$ cat src/design/chunk_grid_summed_area_table_defines.svh
// assertion macros used by the summed-area table top level
`ifndef CHUNK_GRID_SUMMED_AREA_TABLE_DEFINES_SVH
`define CHUNK_GRID_SUMMED_AREA_TABLE_DEFINES_SVH

// same-cycle implication, disabled during reset
`define CGSAT_ASSERT_IMPL(label, clk, rst, ante, cons) \
  label: assert property (@(posedge clk) disable iff (rst) (ante) |-> (cons)) \
    else $error("cgsat same-cycle check failed");

// next-cycle implication, disabled during reset
`define CGSAT_ASSERT_NEXT(label, clk, rst, ante, cons) \
  label: assert property (@(posedge clk) disable iff (rst) (ante) |=> (cons)) \
    else $error("cgsat next-cycle check failed");

`endif

$ cat src/design/cgsat_pkg.sv
// package with types and constants of the summed-area table
package cgsat_pkg;

  localparam int FIELD_W   = 48;
  localparam int CFG_W     = 5;
  localparam int CFG_IDX_W = 2;
  localparam int CMP_W     = 9;

  localparam logic [1:0] CMD_LOAD    = 2'd0;
  localparam logic [1:0] CMD_COMPUTE = 2'd1;
  localparam logic [1:0] CMD_READ    = 2'd2;

  localparam logic [CFG_IDX_W-1:0] REG_GRID_WIDTH  = 2'd0;
  localparam logic [CFG_IDX_W-1:0] REG_GRID_HEIGHT = 2'd1;
  localparam logic [CFG_IDX_W-1:0] REG_GRID_PLANES = 2'd2;

  typedef enum logic [1:0] {
    ST_IDLE,
    ST_READ,
    ST_COMPUTE
  } top_state_t;

  typedef enum logic [2:0] {
    SQ_IDLE,
    SQ_ROW,
    SQ_GAP,
    SQ_COL,
    SQ_DRAIN
  } seq_state_t;

  typedef struct packed {
    logic rd_en;
    logic load_en;
    logic acc_load;
    logic acc_add;
  } lane_ctl_t;

endpackage

$ cat src/design/cgsat_seq.sv
// address sequencer for the row and column prefix-sum passes
module cgsat_seq #(
  parameter int MAX_GRID_X = 16,
  parameter int MAX_GRID_Y = 16,
  parameter int MAX_GRID_Z = 4
) (
  input  logic                                clk,
  input  logic                                rst,
  input  logic                                start,
  input  logic [$clog2(MAX_GRID_X+1)-1:0]     gw,
  input  logic [$clog2(MAX_GRID_Y+1)-1:0]     gh,
  input  logic [$clog2(MAX_GRID_Z+1)-1:0]     gp,
  output cgsat_pkg::lane_ctl_t                ctl,
  output logic [((MAX_GRID_X > 1) ? $clog2(MAX_GRID_X) : 1)
               + ((MAX_GRID_Y > 1) ? $clog2(MAX_GRID_Y) : 1)
               + ((MAX_GRID_Z > 1) ? $clog2(MAX_GRID_Z) : 1) - 1:0] rd_addr,
  output logic [((MAX_GRID_X > 1) ? $clog2(MAX_GRID_X) : 1)
               + ((MAX_GRID_Y > 1) ? $clog2(MAX_GRID_Y) : 1)
               + ((MAX_GRID_Z > 1) ? $clog2(MAX_GRID_Z) : 1) - 1:0] wr_addr,
  output logic                                done
);

  localparam int XW  = (MAX_GRID_X > 1) ? $clog2(MAX_GRID_X) : 1;
  localparam int YW  = (MAX_GRID_Y > 1) ? $clog2(MAX_GRID_Y) : 1;
  localparam int ZW  = (MAX_GRID_Z > 1) ? $clog2(MAX_GRID_Z) : 1;
  localparam int AW  = XW + YW + ZW;
  localparam int GXW = $clog2(MAX_GRID_X + 1);
  localparam int GYW = $clog2(MAX_GRID_Y + 1);
  localparam int GZW = $clog2(MAX_GRID_Z + 1);

  cgsat_pkg::seq_state_t state, state_next;

  logic [XW-1:0] cx, cx_next;
  logic [YW-1:0] cy, cy_next;
  logic [ZW-1:0] cz, cz_next;

  logic          s1_valid;
  logic          s1_first;
  logic [AW-1:0] s1_addr;

  logic x_last, y_last, z_last;
  logic first;

  assign x_last = (GXW'(cx) + GXW'(1)) == gw;
  assign y_last = (GYW'(cy) + GYW'(1)) == gh;
  assign z_last = (GZW'(cz) + GZW'(1)) == gp;

  // next state and counters
  always_comb begin
    state_next = state;
    cx_next    = cx;
    cy_next    = cy;
    cz_next    = cz;
    case (state)
      cgsat_pkg::SQ_IDLE: begin
        cx_next = '0;
        cy_next = '0;
        cz_next = '0;
        if (start) begin
          state_next = cgsat_pkg::SQ_ROW;
        end
      end
      cgsat_pkg::SQ_ROW: begin
        if (!x_last) begin
          cx_next = cx + XW'(1);
        end else begin
          cx_next = '0;
          if (!y_last) begin
            cy_next = cy + YW'(1);
          end else begin
            cy_next = '0;
            if (!z_last) begin
              cz_next = cz + ZW'(1);
            end else begin
              cz_next    = '0;
              state_next = cgsat_pkg::SQ_GAP;
            end
          end
        end
      end
      cgsat_pkg::SQ_GAP: begin
        state_next = cgsat_pkg::SQ_COL;
      end
      cgsat_pkg::SQ_COL: begin
        if (!y_last) begin
          cy_next = cy + YW'(1);
        end else begin
          cy_next = '0;
          if (!x_last) begin
            cx_next = cx + XW'(1);
          end else begin
            cx_next = '0;
            if (!z_last) begin
              cz_next = cz + ZW'(1);
            end else begin
              cz_next    = '0;
              state_next = cgsat_pkg::SQ_DRAIN;
            end
          end
        end
      end
      cgsat_pkg::SQ_DRAIN: begin
        state_next = cgsat_pkg::SQ_IDLE;
      end
      default: begin
        state_next = cgsat_pkg::SQ_IDLE;
      end
    endcase
  end

  // read issue and pass-end flag
  always_comb begin
    ctl.rd_en = 1'b0;
    first     = 1'b0;
    done      = 1'b0;
    case (state)
      cgsat_pkg::SQ_ROW: begin
        ctl.rd_en = 1'b1;
        first     = (cx == '0);
      end
      cgsat_pkg::SQ_COL: begin
        ctl.rd_en = 1'b1;
        first     = (cy == '0);
      end
      cgsat_pkg::SQ_DRAIN: begin
        done = 1'b1;
      end
      default: begin
        ctl.rd_en = 1'b0;
      end
    endcase
    ctl.load_en  = 1'b0;
    ctl.acc_load = s1_valid & s1_first;
    ctl.acc_add  = s1_valid & ~s1_first;
  end

  assign rd_addr = {cz, cy, cx};
  assign wr_addr = s1_addr;

  always_ff @(posedge clk) begin
    if (rst) begin
      state    <= cgsat_pkg::SQ_IDLE;
      cx       <= '0;
      cy       <= '0;
      cz       <= '0;
      s1_valid <= 1'b0;
    end else begin
      state    <= state_next;
      cx       <= cx_next;
      cy       <= cy_next;
      cz       <= cz_next;
      s1_valid <= ctl.rd_en;
    end
  end

  always_ff @(posedge clk) begin
    s1_first <= first;
    s1_addr  <= rd_addr;
  end

endmodule

$ cat config.mk
export PLATFORM = sky130hd
export DESIGN_NAME = cgsat_seq
export DESIGN_NICKNAME = d
export VERILOG_FILES = /design/src/design/chunk_grid_summed_area_table_defines.svh /design/src/design/cgsat_pkg.sv /design/src/design/cgsat_seq.sv
export SDC_FILE = /design/constraint.sdc
export NUM_CORES = 1
export LEC_CHECK = 0
export BUFFER_PORTS_ARGS = -buffer_cell sky130_fd_sc_hd__clkbuf_2
export CORE_ASPECT_RATIO = 0.9
export CORE_UTILIZATION = 50
export DETAILED_ROUTE_END_ITERATION = 10
export GPL_ROUTABILITY_DRIVEN = 0
export PLACE_DENSITY = 0.78
export SYNTH_ARGS = -nofsm -noshare
export SYNTH_HDL_FRONTEND = slang
export SYNTH_SLANG_ARGS = --single-unit
export TNS_END_PERCENT = 5
$ cat constraint.sdc
create_clock -name clk -period 2.6 [get_ports clk]
set_input_delay 0.26 -clock clk [delete_from_list [all_inputs] [get_ports clk]]
set_output_delay 0.26 -clock clk [all_outputs]
set_load 0.05 [all_outputs]
# After elaboration in Yosys (flattened, before gate mapping)
# Index checks and enable logic that the tools add are counted.
# classes
n_addsub	6
eq_ne	14
muxes	23
bitwise	3
n_reduce_logical	9
# ops
operator	n
4-bit one-hot mux with 3 select lines	2
3-bit two-way mux	7
4-bit two-way mux	4
2-bit inequality test, second input constant	7
3-bit one-hot mux with 4 select lines	1
4-bit by 1-bit adder with 5-bit output, second input constant	2
5-bit == test	2
2-bit two-way mux	5
4-bit by 1-bit adder with 4-bit output, second input constant	2
4-bit zero test	2
7-bit AND reduction	1
3-bit by 2-bit == test with 1-bit output, second input constant	2
2-bit one-hot mux with 3 select lines	1
5-bit AND reduction	1
2-bit AND reduction	2
2-bit by 1-bit adder with 3-bit output, second input constant	1
3-bit by 1-bit == test with 1-bit output, second input constant	1
3-bit == test	1
3-bit == test, second input constant	1
3-bit zero test	1
3-bit nonzero test	1
2-bit by 1-bit adder with 2-bit output, second input constant	1
1-bit AND	2
1-bit two-way mux	2
3 further kinds	3
# totals
regBits	25
inputBits	16
output_inout_bits	25
elab_cells	62

# Longest topological paths before layout
# Gate-level depths: netlist (run 1).
# depth
depth_word	6
mapped_depth	7
depth_no_buf	7

# Worst setup path after synthesis (run 1)
# Ideal clock, no wire load.
# synth_timing
kind	register to register
start	register cx[0]
end	register cz[0]
setup_ns	0.121
arrival_time_ns	2.383
required_ns	2.479
slack_ns	0.095
stages_incl_launch_ff	8
path_buffers	0
synth_period_minus_slack_ns	2.505
path_cell_list	dfxtp_1 > ha_1 > and4b_1 > a22oi_2 > a2111oi_4 > nand4_1 > a22o_1 > mux2_4
# synth_via
elab_chain_cells	4
elab_cells_between_ends	5
classes_between	add/sub: 1; eq/ne: 3; reduce/logical: 1
# synth_rtl
item	line	source
start: declaration	cgsat_seq.sv:33	logic [XW-1:0] cx, cx_next;
start signal: assignment	cgsat_seq.sv:149	cx <= cx_next;
4-bit by 1-bit adder with 5-bit output *	cgsat_seq.sv:44	assign x_last = (GXW'(cx) + GXW'(1)) == gw;
5-bit == test *	cgsat_seq.sv:44	
2-bit inequality test (no source line)	--	
5-bit AND reduction (no source line) *	--	
end signal: assignment	cgsat_seq.sv:151	cz <= cz_next;
end: declaration	cgsat_seq.sv:35	logic [ZW-1:0] cz, cz_next;
# Mark *: on every way between the ends. The rest lies on a longest branch, timed or not.
# A chain may end at the register's enable or synchronous reset.

# Worst setup path in the final report (run 1)
# Ends and elaborated chain as after synthesis.

==> results of run 1 <==
-- how the worst max path moves through the flow --
| stage | to | slack [ns] | depth (start not counted) |
|---|---|---|---|
| final | cz[0] | 0.24 | 7 |
| after global routing | cz[0] | 0.1 | 7 |
| after CTS | cz[0] | 0.26 | 7 |
| after detailed placement | cz[0] | 0.27 | 7 |
| after global placement | cz[0] | 0.39 | 7 |
| after floorplan | cz[0] | 0.1 | 7 |
-- placed cells by master (no fill, tap or decap), drive strengths merged, types with 4 or more instances in the layout --
cell	n
a21oi	6
and2	5
clkbuf	43
dfxtp	25
ha	5
inv	7
nand2	4
nand2b	5
nand3	6
nor2	9
o21ai	7
o31ai	5
xnor2	6
xor2	6
-- worst max-delay path, cell delays in order, from the launching register on --
cell and delay (ns):
dfxtp_1 0.50, ha_1 0.31, and4b_1 0.23, a22oi_2 0.10, a2111oi_4 0.50, nand4_1 0.14
a22o_1 0.24, mux2_4 0.25
-- power breakdown --
group | switching (uW) | internal (uW)
clock | 111 | 59.9
combinational | 77.7 | 40.5
sequential | 9.23 | 392
total | 198 | 492
-- cell families after synthesis --
group | Yosys count | share of synthesized area
mux | 2 | 0.0192
other cells | 1 | 0.00288
simple gates | 49 | 0.238
xor+xnor | 12 | 0.0807
compound gates | 30 | 0.185
flops | 25 | 0.384
buf+inv | 11 | 0.0413
fa+ha+maj | 5 | 0.0480
-- registers in the layout, indices dropped and copies added, names as in the netlist --
signal	flops
s1_valid	1
wr_addr	10
cz	2
s1_first	1
state	3
cy	4
cx	4
-- per-layer routing --
layer,vias up,global-route usage,part of all wire
li1,558,-,-
met1,533,0.236,0.46
met2,28,0.357,0.48
met3,6,0.0412,0.040
met4,0,0.113,0.023
met5,-,0,0
-- final cells by class --
type,count,area [um^2]
Sequential cell,25,500
Multi-Input combinational cell,99,748
Timing Repair Buffer,39,195
Tap cell,28,35.0
Fill cell,221,936
Inverter,7,26.3
Clock buffer,4,26.3
-- metrics by stage --
stage / cells / setup WS (ns)
after floorplan: 135 / 0.0953
after global placement: 198 / 0.392
after detailed placement: 198 / 0.271
after CTS: 202 / 0.264
after global routing: 202 / 0.0986
final: 202 / 0.236
==> impl_metrics.tcl, run 1 <==
set metrics [dict create \
    p_total_uw 690 \
    ctsResizeCount 0 \
    route.detailed.drc 0 \
    finClkSkew_ns 0.00519 \
    grt.total_usage 0.205 \
    min_path_cells 3 \
    ys_ff_latch 25 \
    synth_area_leaders "dfxtp_1, ha_1, xnor2_1" \
    r2r-end "cz[0]" \
    status "complete, no violations" \
    cp_max_fo 8 \
    finalHoldViolCount 0 \
    chipHeight_um 50.4 \
    cts_hold_buf 0 \
    critical_path_arrival_ns 2.58 \
    period_share 0.909 \
    end_kind "register" \
    synth-edff-count 0 \
    cts_buffers 3 \
    netlist_area_um2 1300 \
    cts_root_buf "clkbuf_4" \
    syn2layout_area_growth_pct 17.6 \
    r2r_start "cx[0]" \
    n_antenna_cell 0 \
    path_class "reg -> reg" \
    async_reset_ff_frac 0 \
    min_period_ns 2.36 \
    yosysTopAreaCellShare 0.384 \
    grt_max_degree 14 \
    synthesis.nets 156 \
    worst_ep_required_time_ns 2.82 \
    synth_cells 135 \
    dpl_cell_area_um2 1510 \
    start_kind "register" \
    grt_pass1_wl_um 4440 \
    routed_via_density 5.57 \
    grt_pass1_vias 1029 \
    antenna_found_initial 0 \
    ys_top_cells_by_count "dfxtp_1, nor2_1, inv_1" \
    grt-ovfl-total 0 \
    startpoint "cx[0]" \
    worstSkewPairLatency_ns 0.31 \
    drv_slew 0 \
    yosysMostFrequentCell "dfxtp_1" \
    cts_tree "yes" \
    clock_path_buffers 2 \
    rows 17 \
    dpl.hpwl_um 2080 \
    drv_cap 0 \
    wl_um 2690 \
    clkTransAtPathRegs_ns 0.13 \
    drt_iter0_drc 24 \
    setup_viol 0 \
    dieWidth_um 55.8 \
    hold_end "state[0]" \
    cts_sinks 25 \
    rsz0062_at_grt "no" \
    io_buffers 39 \
    postCtsSetupRepairBufs 0 \
    die_area_um2 2810 \
    holdCritStartpoint "start" \
    synth_cell_type_count 46 \
    dominantRegCellSynth "dfxtp_1" \
    powerDensity_nw_per_um2 451 \
    syn_area_per_cell_um2 9.65 \
    initial_utilization 0.528 \
    post_drt_wl_per_cell_um 13.3 \
    ys_seq_area_frac 0.384 \
    final_nets 196 \
    ant_nets 0 \
    ios 41 \
    rrSetupSlack_ns 0.24 \
    core_um2 2470 \
    synth_top_area_cell "dfxtp_1" \
    num_vias 1125 \
    hold_slack_ns 0.180 \
    hold_path_class "in -> reg" \
    design_area_um2 1530 \
    htreeDepth 1 \
    max_freq_ghz 0.423 \
    rr_worst_depth 7 \
    final_layout_size_suffix_gt1_frac 0.299 \
    final_util 0.621 \
    first_pass_iters 4 \
    p_leak_uw 0.000682 \
    setup_tns_ns 0 \
    ir_worst_vdd_mv 0.355 \
    ys_warn_count 0 \
]
(Power assumes the default switching activity.)
==> inputs of run 2 (changes only) <==
--- a/config.mk
+++ b/config.mk
@@ -6,11 +6,13 @@
 export NUM_CORES = 1
 export LEC_CHECK = 0
 export BUFFER_PORTS_ARGS = -buffer_cell sky130_fd_sc_hd__clkbuf_2
+export CELL_PAD_IN_SITES_DETAIL_PLACEMENT = 1
+export CELL_PAD_IN_SITES_GLOBAL_PLACEMENT = 2
 export CORE_ASPECT_RATIO = 0.9
-export CORE_UTILIZATION = 50
+export CORE_UTILIZATION = 29
 export DETAILED_ROUTE_END_ITERATION = 10
 export GPL_ROUTABILITY_DRIVEN = 0
-export PLACE_DENSITY = 0.78
+export PLACE_DENSITY_LB_ADDON = 0.1
 export SYNTH_ARGS = -nofsm -noshare
 export SYNTH_HDL_FRONTEND = slang
 export SYNTH_SLANG_ARGS = --single-unit
==> impl_metrics.tcl, run 2 (synthesis results as in run 1) <==
set metrics [dict create \
    status "complete, no violations" \
    clkTransAtPathRegs_ns 0.08 \
    chipHeight_um 65.6 \
    finClkSkew_ns 0.00618 \
    cts_sinks 25 \
    layout_common_cells "clkbuf_2, dfxtp_1, nor2_1" \
    rows 22 \
    setup_viol 0 \
    grt_pass1_wl_um 5130 \
    initial_utilization 0.311 \
    dpl.hpwl_um 2480 \
    cts_hold_buf 0 \
    drv_cap 0 \
    dieWidth_um 72.6 \
    max_freq_ghz 0.422 \
    cts_buffers 3 \
    syn2layout_area_growth_pct 22.1 \
    grt.total_usage 0.141 \
    grt-ovfl-total 0 \
    clock_path_buffers 2 \
    cts_root_buf "clkbuf_8" \
    drv_slew 0 \
    finalHoldViolCount 0 \
    start_kind "register" \
    mostFrequentLayoutCell "clkbuf_2" \
    drt_iter0_drc 41 \
    final_nets 196 \
    postCtsSetupRepairBufs 0 \
    grt_max_degree 14 \
    io_buffers 39 \
    powerDensity_nw_per_um2 469 \
    final_layout_size_suffix_gt1_frac 0.299 \
    setup_tns_ns 0 \
    final_util 0.380 \
    hold_path_class "in -> reg" \
    rsz0062_at_grt "no" \
    first_pass_iters 4 \
    p_leak_uw 0.000690 \
    worstSkewPairLatency_ns 0.27 \
    cp_max_fo 8 \
    antenna_found_initial 0 \
    period_share 0.912 \
    die_area_um2 4760 \
    core_um2 4180 \
    ctsResizeCount 0 \
    end_kind "register" \
    placed_cells 230 \
    ir_worst_vdd_mv 0.283 \
    htreeDepth 1 \
    ant_nets 0 \
    cts_tree "yes" \
    worst_ep_required_time_ns 2.76 \
    hold_slack_ns 0.232 \
    ios 41 \
    path_class "reg -> reg" \
    min_period_ns 2.37 \
    final_cells 234 \
    n_antenna_cell 0 \
    num_vias 1126 \
    critical_path_arrival_ns 2.53 \
    post_drt_wl_per_cell_um 13.6 \
    grt_pass1_vias 1065 \
    largest_reg_flops 10 \
    route.detailed.drc 0 \
    routed_via_density 4.81 \
    wl_um 3170 \
]
run 2: changes by cell type in the layout (fill, tap and decap cells not counted):
cell / previous run / this run
clkbuf_4: 3 / 0
clkbuf_8: 0 / 3
run 2: routing by layer:
metal / vias to the layer above / routed length, um / track usage
met3: 2 / 119 / 0.0368
met1: 536 / 1690 / 0.204
li1: 562 / - / -
met4: 0 / 18 / 0.0294
met2: 26 / 1340 / 0.207
met5: - / 0 / 0
run 2: path summary, 6_finish.rpt:
check             startpoint    endpoint  slack, ns  cells after the start
setup / recovery       cx[0]       cz[0]       0.23                      7
hold / removal         start    state[0]       0.23                      3
setup reg to reg       cx[0]       cz[0]       0.23                      7
hold reg to reg        cz[1]  wr_addr[9]       0.40                      0
run 2: final cells by class:
type	count	area [um^2]
Clock buffer	4	45.0
Fill cell	519	2590
Inverter	7	26.3
Multi-Input combinational cell	99	748
Sequential cell	25	500
Tap cell	60	75.1
Timing Repair Buffer	39	195
run 2: power breakdown:
| part | total [uW] | leakage, uW | internal, uW | switching, uW |
|---|---|---|---|---|
| logic | 120 | 0.000464 | 40.4 | 79.7 |
| registers | 401 | 0.000203 | 391 | 9.60 |
| clock network | 225 | 0.0000228 | 109 | 116 |
run 2: stage by stage:
| stage | worst slack (ns) | total power [uW] | area, um^2 |
|---|---|---|---|
| after detailed placement | 0.235 | 531 | 1550 |
| after floorplan | 0.0953 | 497 | 1300 |
| after CTS | 0.202 | 760 | 1590 |
| after global routing | 0.0490 | 787 | 1590 |
| after global placement | 0.337 | 529 | 1550 |
| final | 0.228 | 746 | 1590 |
run 2: critical path, cell delays in order (launching register included):
cell and delay, ns:
dfxtp_1 0.49, ha_1 0.32, and4b_1 0.23, a22oi_2 0.10
a2111oi_4 0.48, nand4_1 0.15, a22o_1 0.24, mux2_4 0.25
